### src/hdl/mdd_pkg.sv
package mdd_pkg;

   // configuration register indexes
   localparam int CSR_IDX_W = 2;
   localparam int CSR_DATA_W = 16;
   localparam logic [CSR_IDX_W-1:0] REG_HIHAT_WINDOW = 2'd0;
   localparam logic [CSR_IDX_W-1:0] REG_HIHAT_MIN = 2'd1;
   localparam logic [CSR_IDX_W-1:0] REG_RATIO = 2'd2;
   localparam logic [CSR_IDX_W-1:0] REG_HOLDOFF = 2'd3;

   // register reset values
   localparam logic [15:0] RST_HIHAT_WINDOW = 16'd1200;
   localparam logic [4:0] RST_HIHAT_MIN = 5'd7;
   localparam logic [9:0] RST_RATIO = 10'd346;
   localparam logic [15:0] RST_HOLDOFF = 16'd5000;

   // energy average: alpha = 1311 / 65536, Q24.8 with 1.0 = 256
   localparam logic [10:0] ALPHA_NEW = 11'd1311;
   localparam logic [15:0] ALPHA_KEEP = 16'd64225;
   localparam logic [31:0] ONE_Q8 = 32'd256;

   localparam logic [4:0] COUNT_MAX = 5'd31;

   typedef enum logic [2:0] {
      ST_IDLE,
      ST_PREP,
      ST_SCAN,
      ST_TALLY,
      ST_FINISH
   } state_type;

endpackage

### src/hdl/music_drop_detector.sv
// Music drop detector: one decision per audio frame request.
// A request passes PREP, SCAN and TALLY to FINISH, which loads the response once the
// response register is free; no new request is taken before that. The scan walks the
// hi-hat time memory, one slot read per cycle through its single read port.
// Reset (synchronous, active high): registers to 1200/7/346/5000, all slots read as zero,
// write slot 0, energy average 1.0 (256), last drop time 0, no response pending.
module music_drop_detector #(
   parameter int HIHAT_SLOTS = 20
) (
   input  logic                              clock,
   input  logic                              reset,
   // request channel
   input  logic                              req_valid,
   output logic                              req_ready,
   input  logic [31:0]                       req_now_ms,
   input  logic [31:0]                       req_total_energy,
   input  logic                              req_kick,
   input  logic                              req_hihat,
   // response channel
   output logic                              rsp_valid,
   input  logic                              rsp_ready,
   output logic                              rsp_drop,
   output logic [4:0]                        rsp_recent_hihats,
   // configuration writes
   input  logic                              csr_we,
   input  logic [mdd_pkg::CSR_IDX_W-1:0]     csr_index,
   input  logic [mdd_pkg::CSR_DATA_W-1:0]    csr_wdata
);

   localparam int IDX_W = (HIHAT_SLOTS > 1) ? $clog2(HIHAT_SLOTS) : 1;
   localparam logic [IDX_W-1:0] LAST_IDX = IDX_W'(HIHAT_SLOTS - 1);

   // ---------------------------------------------------------------
   // Configuration registers
   // ---------------------------------------------------------------
   logic [15:0] window_ff;
   logic [4:0]  min_count_ff;
   logic [9:0]  ratio_ff;
   logic [15:0] holdoff_ff;

   always_ff @(posedge clock) begin
      if (reset) begin
         window_ff    <= mdd_pkg::RST_HIHAT_WINDOW;
         min_count_ff <= mdd_pkg::RST_HIHAT_MIN;
         ratio_ff     <= mdd_pkg::RST_RATIO;
         holdoff_ff   <= mdd_pkg::RST_HOLDOFF;
      end else if (csr_we) begin
         unique case (csr_index)
            mdd_pkg::REG_HIHAT_WINDOW: window_ff    <= csr_wdata;
            mdd_pkg::REG_HIHAT_MIN:    min_count_ff <= csr_wdata[4:0];
            mdd_pkg::REG_RATIO:        ratio_ff     <= csr_wdata[9:0];
            mdd_pkg::REG_HOLDOFF:      holdoff_ff   <= csr_wdata;
            default: ;
         endcase
      end
   end

   // ---------------------------------------------------------------
   // Captured request
   // ---------------------------------------------------------------
   logic [31:0] now_ff;
   logic [31:0] energy_ff;
   logic        kick_ff;
   logic        hihat_ff;

   always_ff @(posedge clock) begin
      if (req_valid && req_ready) begin
         now_ff    <= req_now_ms;
         energy_ff <= req_total_energy;
         kick_ff   <= req_kick;
         hihat_ff  <= req_hihat;
      end
   end

   // ---------------------------------------------------------------
   // Sequencer
   //   IDLE   : take a request, capture its fields
   //   PREP   : store the hi-hat time, start the three products
   //   SCAN   : read one slot per cycle, count the previous read
   //   TALLY  : count the last slot read
   //   FINISH : decide, load the response register, update the average
   // The slot write in PREP lands before the first read in SCAN, so the
   // current frame's hi-hat is always read back by its own scan.
   // ---------------------------------------------------------------
   mdd_pkg::state_type state_ff, state_in;

   logic             mem_we;
   logic             rsp_load;
   logic             rsp_valid_ff;
   logic [IDX_W-1:0] scan_idx_ff;

   always_ff @(posedge clock) begin
      if (reset) begin
         state_ff <= mdd_pkg::ST_IDLE;
      end else begin
         state_ff <= state_in;
      end
   end

   always_comb begin
      state_in  = state_ff;
      req_ready = 1'b0;
      mem_we    = 1'b0;
      rsp_load  = 1'b0;
      unique case (state_ff)
         mdd_pkg::ST_IDLE: begin
            req_ready = 1'b1;
            if (req_valid) begin
               state_in = mdd_pkg::ST_PREP;
            end
         end
         mdd_pkg::ST_PREP: begin
            mem_we   = hihat_ff;
            state_in = mdd_pkg::ST_SCAN;
         end
         mdd_pkg::ST_SCAN: begin
            if (scan_idx_ff == LAST_IDX) begin
               state_in = mdd_pkg::ST_TALLY;
            end
         end
         mdd_pkg::ST_TALLY: begin
            state_in = mdd_pkg::ST_FINISH;
         end
         mdd_pkg::ST_FINISH: begin
            // hold until the response register is free
            if (!rsp_valid_ff || rsp_ready) begin
               rsp_load = 1'b1;
               state_in = mdd_pkg::ST_IDLE;
            end
         end
         default: begin
            state_in = mdd_pkg::ST_IDLE;
         end
      endcase
   end

   // ---------------------------------------------------------------
   // Hi-hat time memory: one write port, one registered read port.
   // A slot never written since reset reads as zero through its live bit.
   // ---------------------------------------------------------------
   logic [31:0]            hit_mem [HIHAT_SLOTS];
   logic [31:0]            rd_data_ff;
   logic [HIHAT_SLOTS-1:0] slot_live_ff;
   logic                   rd_live_ff;
   logic                   rd_pend_ff;
   logic [IDX_W-1:0]       write_slot_ff;

   always_ff @(posedge clock) begin
      if (mem_we) begin
         hit_mem[write_slot_ff] <= now_ff;
      end
      rd_data_ff <= hit_mem[scan_idx_ff];
   end

   always_ff @(posedge clock) begin
      if (reset) begin
         slot_live_ff  <= '0;
         write_slot_ff <= '0;
         rd_pend_ff    <= 1'b0;
      end else begin
         rd_pend_ff <= (state_ff == mdd_pkg::ST_SCAN);
         if (mem_we) begin
            slot_live_ff[write_slot_ff] <= 1'b1;
            write_slot_ff <= (write_slot_ff == LAST_IDX) ? '0 : write_slot_ff + 1'b1;
         end
      end
   end

   always_ff @(posedge clock) begin
      rd_live_ff <= slot_live_ff[scan_idx_ff];
      if (state_ff == mdd_pkg::ST_PREP) begin
         scan_idx_ff <= '0;
      end else if (state_ff == mdd_pkg::ST_SCAN && scan_idx_ff != LAST_IDX) begin
         scan_idx_ff <= scan_idx_ff + 1'b1;
      end
   end

   // ---------------------------------------------------------------
   // Recent hi-hat count: age wraps modulo 2^32, saturate at 31
   // ---------------------------------------------------------------
   logic [31:0] slot_time;
   logic [31:0] slot_age;
   logic        slot_recent;
   logic [4:0]  count_ff, count_in;

   always_comb begin
      slot_time   = rd_live_ff ? rd_data_ff : '0;
      slot_age    = now_ff - slot_time;
      slot_recent = slot_age < {16'd0, window_ff};
      count_in    = count_ff;
      if (rd_pend_ff && slot_recent && count_ff != mdd_pkg::COUNT_MAX) begin
         count_in = count_ff + 5'd1;
      end
   end

   always_ff @(posedge clock) begin
      if (state_ff == mdd_pkg::ST_PREP) begin
         count_ff <= '0;
      end else begin
         count_ff <= count_in;
      end
   end

   // ---------------------------------------------------------------
   // Energy products, registered in PREP and held while the scan runs
   // ---------------------------------------------------------------
   logic [31:0] avg_ff;
   logic [47:0] keep_prod_ff;
   logic [42:0] new_prod_ff;
   logic [42:0] ratio_prod_ff;
   logic [32:0] avg_plus_one;

   assign avg_plus_one = {1'b0, avg_ff} + {1'b0, mdd_pkg::ONE_Q8};

   always_ff @(posedge clock) begin
      if (state_ff == mdd_pkg::ST_PREP) begin
         keep_prod_ff  <= avg_ff * mdd_pkg::ALPHA_KEEP;
         new_prod_ff   <= energy_ff * mdd_pkg::ALPHA_NEW;
         ratio_prod_ff <= ratio_ff * avg_plus_one;
      end
   end

   // ---------------------------------------------------------------
   // Decision
   // ---------------------------------------------------------------
   logic [48:0] avg_sum;
   logic [31:0] avg_in;
   logic        ratio_ok;
   logic [31:0] since_drop;
   logic        holdoff_clear;
   logic        drop_hit;
   logic [31:0] last_drop_ff;

   always_comb begin
      avg_sum       = {1'b0, keep_prod_ff} + {6'd0, new_prod_ff};
      avg_in        = avg_sum[47:16];
      ratio_ok      = {4'd0, energy_ff, 8'd0} > {1'b0, ratio_prod_ff};
      since_drop    = now_ff - last_drop_ff;
      holdoff_clear = since_drop >= {16'd0, holdoff_ff};
      drop_hit      = holdoff_clear && (count_ff > min_count_ff) && kick_ff && ratio_ok;
   end

   always_ff @(posedge clock) begin
      if (reset) begin
         avg_ff       <= mdd_pkg::ONE_Q8;
         last_drop_ff <= '0;
      end else if (rsp_load) begin
         // update the average even while the holdoff blocks a drop
         avg_ff <= avg_in;
         if (drop_hit) begin
            last_drop_ff <= now_ff;
         end
      end
   end

   // ---------------------------------------------------------------
   // Response register
   // ---------------------------------------------------------------
   logic       rsp_drop_ff;
   logic [4:0] rsp_count_ff;

   always_ff @(posedge clock) begin
      if (reset) begin
         rsp_valid_ff <= 1'b0;
      end else if (rsp_load) begin
         rsp_valid_ff <= 1'b1;
      end else if (rsp_ready) begin
         rsp_valid_ff <= 1'b0;
      end
   end

   always_ff @(posedge clock) begin
      if (rsp_load) begin
         rsp_drop_ff  <= drop_hit;
         rsp_count_ff <= count_ff;
      end
   end

   assign rsp_valid         = rsp_valid_ff;
   assign rsp_drop          = rsp_drop_ff;
   assign rsp_recent_hihats = rsp_count_ff;

endmodule

### config.mk
export PLATFORM = sky130hd
export DESIGN_NAME = music_drop_detector
export DESIGN_NICKNAME = d
export VERILOG_FILES = /design/src/hdl/mdd_pkg.sv /design/src/hdl/music_drop_detector.sv
export SDC_FILE = /design/constraint.sdc
export NUM_CORES = 2
export LEC_CHECK = 0
export ABC_CLOCK_PERIOD_IN_PS = 16100
export BUFFER_PORTS_ARGS = -buffer_cell sky130_fd_sc_hd__buf_4
export CORE_ASPECT_RATIO = 1.75
export CORE_MARGIN = 8
export CORE_UTILIZATION = 39
export DETAILED_ROUTE_END_ITERATION = 8
export PLACE_DENSITY = 0.6
export SYNTH_ARGS = -nofsm -noshare
export SYNTH_HDL_FRONTEND = slang
export SYNTH_SLANG_ARGS = --single-unit
### constraint.sdc
create_clock -name clock -period 16.1 [get_ports clock]
set_clock_uncertainty 0.1 [all_clocks]
set_input_delay 1.61 -clock clock [delete_from_list [all_inputs] [get_ports clock]]
set_output_delay 1.61 -clock clock [all_outputs]
set_load 0.005 [all_outputs]
After elaboration in Yosys (flattened, before gate mapping)
Memories as Yosys holds them, arrays and structs flattened. A register that Yosys moved wholly into a read port is not among the register bits.
Cells that the tools add are included.
{"block": "totals", "ramBits": 640, "inputBits": 89, "elab_cells": 93, "n_memories": 1, "latch_bits": 0, "output_inout_bits": 8, "reg_bits": 358, "rom_bits": 0}
{"block": "op_classes", "eq_ne": 14, "addsub": 7, "mux": 18, "bitwise": 1, "mul": 3, "shift": 0, "div": 0, "n_reduce_logical": 19, "magnitude_cmp": 7}
{"memory": "hit_mem", "depth": 20, "width": 32, "read_ports": 1, "rd_ports_with_merged_regs": 1, "write_ports": 1, "line": "music_drop_detector.sv:141", "rtl": "logic [31:0] hit_mem [HIHAT_SLOTS];"}
{"operator": "32-bit subtractor", "n": 2}
{"operator": "48-bit by 43-bit adder with 48-bit output", "n": 1}
{"operator": "32-bit by 16-bit multiplier with 48-bit output (second input constant)", "n": 1}
{"operator": "40-bit by 43-bit > comparator with 1-bit output", "n": 1}
{"operator": "10-bit by 33-bit multiplier with 43-bit output", "n": 1}
{"operator": "32-bit by 11-bit multiplier with 43-bit output (second input constant)", "n": 1}
{"operator": "32-bit by 9-bit adder with 33-bit output (second input constant)", "n": 1}
{"operator": "32-bit by 16-bit >= comparator with 1-bit output", "n": 1}
{"operator": "32-bit by 16-bit < comparator with 1-bit output", "n": 1}
{"operator": "32-bit 2-to-1 mux", "n": 1}
{"operator": "20-bit bitwise OR", "n": 1}
{"operator": "5-bit by 1-bit adder with 5-bit output (second input constant)", "n": 3}
{"operator": "3-bit one-hot mux with 5 select lines", "n": 1}
{"operator": "5-bit by 6-bit < comparator with 1-bit output (second input constant)", "n": 2}
{"operator": "5-bit == test (second input constant)", "n": 2}
{"operator": "1-bit 2-to-1 mux", "n": 10}
{"operator": "5-bit != test (second input constant)", "n": 2}
{"operator": "2-bit AND reduction", "n": 5}
{"operator": "3-bit 2-to-1 mux", "n": 3}
{"operator": "1-bit logical AND", "n": 8}
{"operator": "3-bit by 2-bit == test with 1-bit output (second input constant)", "n": 2}
{"operator": "2-bit != test (second input constant)", "n": 3}
{"operator": "1-bit binary-select mux with 5-bit select", "n": 1}
{"operator": "1-bit demux with 5-bit select", "n": 1}
{"operator": "other kinds (13)", "n": 14}

Depth between registers and ports, before layout
{"block": "depth", "word_depth": 6, "mapped_depth": 29, "mapped_depth_nobuf": 28}

Worst setup path before layout
OpenSTA, ideal clock, no wires.
{"block": "synth_timing", "path_kind": "reg-to-reg", "start": "register avg_ff[10]", "end": "register ratio_prod_ff[42] (data pin)", "setup_slack_ps": 8938, "required_time_ps": 15740, "synth_period_minus_slack_ps": 7162, "stages_incl_launch_ff": 28, "arrival_ps": 6802, "cell_sequence": "dfxtp_1 ha_1 nand4_1 nor2_1 nand3_1 nor2_1 xor2_1 nand2_1 fa_1 inv_1 fa_1 fa_1 fa_1 inv_1 fa_1 inv_1 ha_1 a21oi_1 o22ai_1 or2_2 a21o_1 a21o_1 o2bb2ai_1 a211oi_1 o41ai_1 a211o_1 a21oi_1 xnor2_1"}
{"block": "synth_between", "elab_chain_cells": 2}
{"item": "from (decl)", "line": "music_drop_detector.sv:207", "rtl": "logic [31:0] avg_ff;"}
{"item": "from (signal assigned)", "line": "music_drop_detector.sv:245", "rtl": "avg_ff <= mdd_pkg::ONE_Q8;"}
{"item": "from (signal assigned)", "line": "music_drop_detector.sv:249", "rtl": "avg_ff <= avg_in;"}
{"item": "32-bit by 9-bit adder with 33-bit output", "line": "music_drop_detector.sv:213", "rtl": "assign avg_plus_one = {1'b0, avg_ff} + {1'b0, mdd_pkg::ONE_Q8};"}
{"item": "10-bit by 33-bit multiplier with 43-bit output", "line": "music_drop_detector.sv:219", "rtl": "ratio_prod_ff <= ratio_ff * avg_plus_one;"}
{"item": "to (signal assigned)", "line": "music_drop_detector.sv:219"}
{"item": "to (decl)", "line": "music_drop_detector.sv:210", "rtl": "logic [42:0] ratio_prod_ff;"}
Every way passes these cells.
A chain may end at the register's enable or synchronous reset.

Worst setup path after layout
{"block": "layout_timing", "start": "register avg_ff[10]", "end": "register ratio_prod_ff[40] (data pin)"}
Same word-level chain as after synthesis.

==> reports/metrics.yaml <==
status: "finished, violations left"
violations: "max-capacitance violations, max-slew violations"
relSlewSlack_pct: -0.7391
hpwlAfterDp_microns: 141300
drt_wl_total_microns: 191600
grt_max_degree: 113
worstPathMaxFanout: 10
final_antenna_net_count: 0
firstDrtPassIters: 6
yosys.area.top_type_share_pct: 35.72
tightest_slew_ns: 1.500
area_growth_pct: 10.78
crit_slowest_cell: "xnor2_1"
synth.net_count: 7090
finalHoldViolCount: 0
yosys.area_share.adder_pct: 28.65
synth_flop_cell: "edfxtp_1"
instances_no_fill: 8366
routedWlPerCell_microns: 22.90
nNetsFinal: 7218
core_sq_um: 181600
grt_use_total_pct: 19.29
p_leak_nw: 32.18
cp_slowest_stage_delay_ns: 1.02
synth_simple_gate_area_share_pct: 8.068
synthMuxAreaShare_pct: 6.991
clk_pin_slew_worst_paths_ns: 0.08
clock.fmax_mhz: 114.5
crit_cells: 26
clk_path_buf_depth: 3
met2_usage_pct: 37.75
viasPerCell: 5.386
ioPinCount: 97
drive_gt1_share_pct: 10.99
cp_top_family: "adder cells"
fin_crit_sh_pct: 54.22
synth-seq-cells: 1030
hold_buffers: 0
initial_core_util_pct: 39.17
synth_top_family_by_area: "adder cells"
synth_edf_count: 846
cp.required_ns: 16.57
postCtsSetupBuffers: 0
rows: 207
synth-compound-area-share_pct: 7.639
synth_xor_area_share_pct: 2.426
crit_top_cell: "fa_1"
start_kind: "flop"
synthCells: 5745
place.gp.congestion: 0.9187
grt_overflow: 0
synth-async-reset-ratio_pct: 0
yosysUniqueCellTypes: 89
clk_latency_ns: 0.75
arrival_ns: 9.20
numCtsBuffers: 101
setup_violations: 0
period_needed_ns: 8.730
io_buffers: 96
critPathKind: "reg2reg"
cp_num_buf_inv: 3
syn_area_per_cell_sq_um: 12.38
setup.worst_path.end_class: "flop"
p_per_area_nw_per_um2: 126.6
slew_viol_final: 11
die_y_microns: 580.9
use_met1_pct: 19.89
drt_iter0_drc: 2836
synth.area.top_cells: "edfxtp_1, fa_1, ha_1"
rr_worst_depth: 26
fp.dieW_microns: 338.8
drv_cap: 1
grt.busiest_layer: "met2"
cts_resized: 0
antenna_found_initial: 2
cts_sinks: 1030
vdd_drop_max_v: 0.0001246
ys_seq_area_share_pct: 40.90
cts_root_buf: "clkbuf_16"
syn_area_sq_um: 71120
use_met3_pct: 2.095
tns_ns: 0
holdPathStages: 2
synth_warnings: 0
grt_setup_unrepaired: "false"
grt_pass1_vias: 48870
yosys.area.top_type: "edfxtp_1"
route.detailed.drc: 0
cts_tree: "built"
grt_pass1_wl_microns: 291900
vias: 45060
hp-class: "reg2reg"
dieArea_sq_um: 196800
place_inst: 8173
htree_levels: 3
-- worst paths after layout --
path,start,end,slack [ns]
min reg2reg,avg_ff[1],avg_ff[1],0.36
max reg2reg,avg_ff[10],ratio_prod_ff[40],7.37
max,avg_ff[10],ratio_prod_ff[40],7.37
min,avg_ff[1],avg_ff[1],0.36
-- worst register-to-register path, delay by kind of cell, from the launching register on --
kind	cells	cell delay [ns]
DFF	1	0.57
adders and majority gates	7	3.22
xor gates and xnor gates	1	1.02
AOI/OAI and AO/OA	7	1.99
and+or+nand+nor	8	1.50
buffers and inverters	3	0.15
-- power by group --
part           internal [mW]  switching (mW)  total [mW]  leakage [nW]
Combinational           1.84            2.20        4.04          21.3
Clock                   1.45            1.12        2.57          1.74
Sequential              3.20           0.165        3.36          9.19
Total                   6.49            3.48        9.97          32.2
-- flip-flops by register name (all words and copies together), names as in the netlist, 16 cells and up --
register       count
new_prod_ff       43
window_ff         16
keep_prod_ff      48
avg_ff            32
ratio_prod_ff     43
holdoff_ff        16
last_drop_ff      32
energy_ff         32
rd_data_ff        32
slot_live_ff      20
now_ff            32
hit_mem          640
-- cells by family (layout without fill, tap and decap cells) --
group                      Yosys count  after routing
adders and majority gates         1256           1256
buffers and inverters             1001           1218
and+or+nand+nor                   1184           1184
AOI/OAI and AO/OA                  832            832
muxes                              245            245
other                                0              1
DFF                               1030           1030
xor gates and xnor gates           197            197
-- cell usage in the layout (no fill, tap or decap), types with 39 or more instances in the layout --
cell type / count
edfxtp_1: 846
inv_1: 825
ha_1: 635
fa_1: 621
nand2_1: 445
a21oi_1: 288
mux4_2: 198
buf_4: 196
and2_1: 182
dfxtp_1: 179
nor2_1: 176
xnor2_1: 139
a21o_1: 116
o21ai_0: 104
clkbuf_16: 103
nand3_1: 70
nand4_1: 65
xor2_1: 58
nor3_1: 52
o21a_1: 48
nor2b_1: 39
o31ai_1: 39
-- cell usage after synthesis (137+ instances only) --
library cell / n
a21oi_1: 289
and2_1: 183
clkbuf_1: 137
dfxtp_1: 184
edfxtp_1: 846
fa_1: 621
ha_1: 635
inv_1: 826
mux4_2: 198
nand2_1: 446
nor2_1: 196
xnor2_1: 139
-- layout make-up --
cell class                      instances  area [sq um]
Antenna cell                            1         2.502
Clock inverter                         61         837.1
Tap cell                             2403          3007
Timing Repair Buffer                  198          1511
Fill cell                           16680        102800
Sequential cell                      1030         29100
Clock buffer                          131          2783
Multi-Input combinational cell       3714         38440
Inverter                              828          3113
-- metal layers --
| layer | vias to the layer above | share of wire [%] | wire [microns] |
|---|---|---|---|
| met5 | - | 0 | 0 |
| met4 | 0 | 6.2 | 11920 |
| met3 | 523 | 3.7 | 7119 |
| met2 | 1231 | 56 | 106300 |
| met1 | 22970 | 35 | 66210 |
| li1 | 20340 | - | - |
-- per-stage QoR --
stage | setup WS, ns | utilization, % | cell area (sq um) | hold WS, ns | power, mW
2_1_floorplan | 8.938 | - | 71120 | 0.3348 | 6.488
3_3_place_gp | 7.558 | 41.40 | 75170 | 0.3383 | 7.413
3_5_place_dp | 7.461 | 41.40 | 75170 | 0.3467 | 7.481
4_1_cts | 7.408 | 43.40 | 78790 | 0.3539 | 10.08
5_1_grt | 6.967 | 43.40 | 78790 | 0.3724 | 10.63
6_report | 7.370 | 43.40 | 78790 | 0.3557 | 9.974
Power figures use the tool's default switching activity.
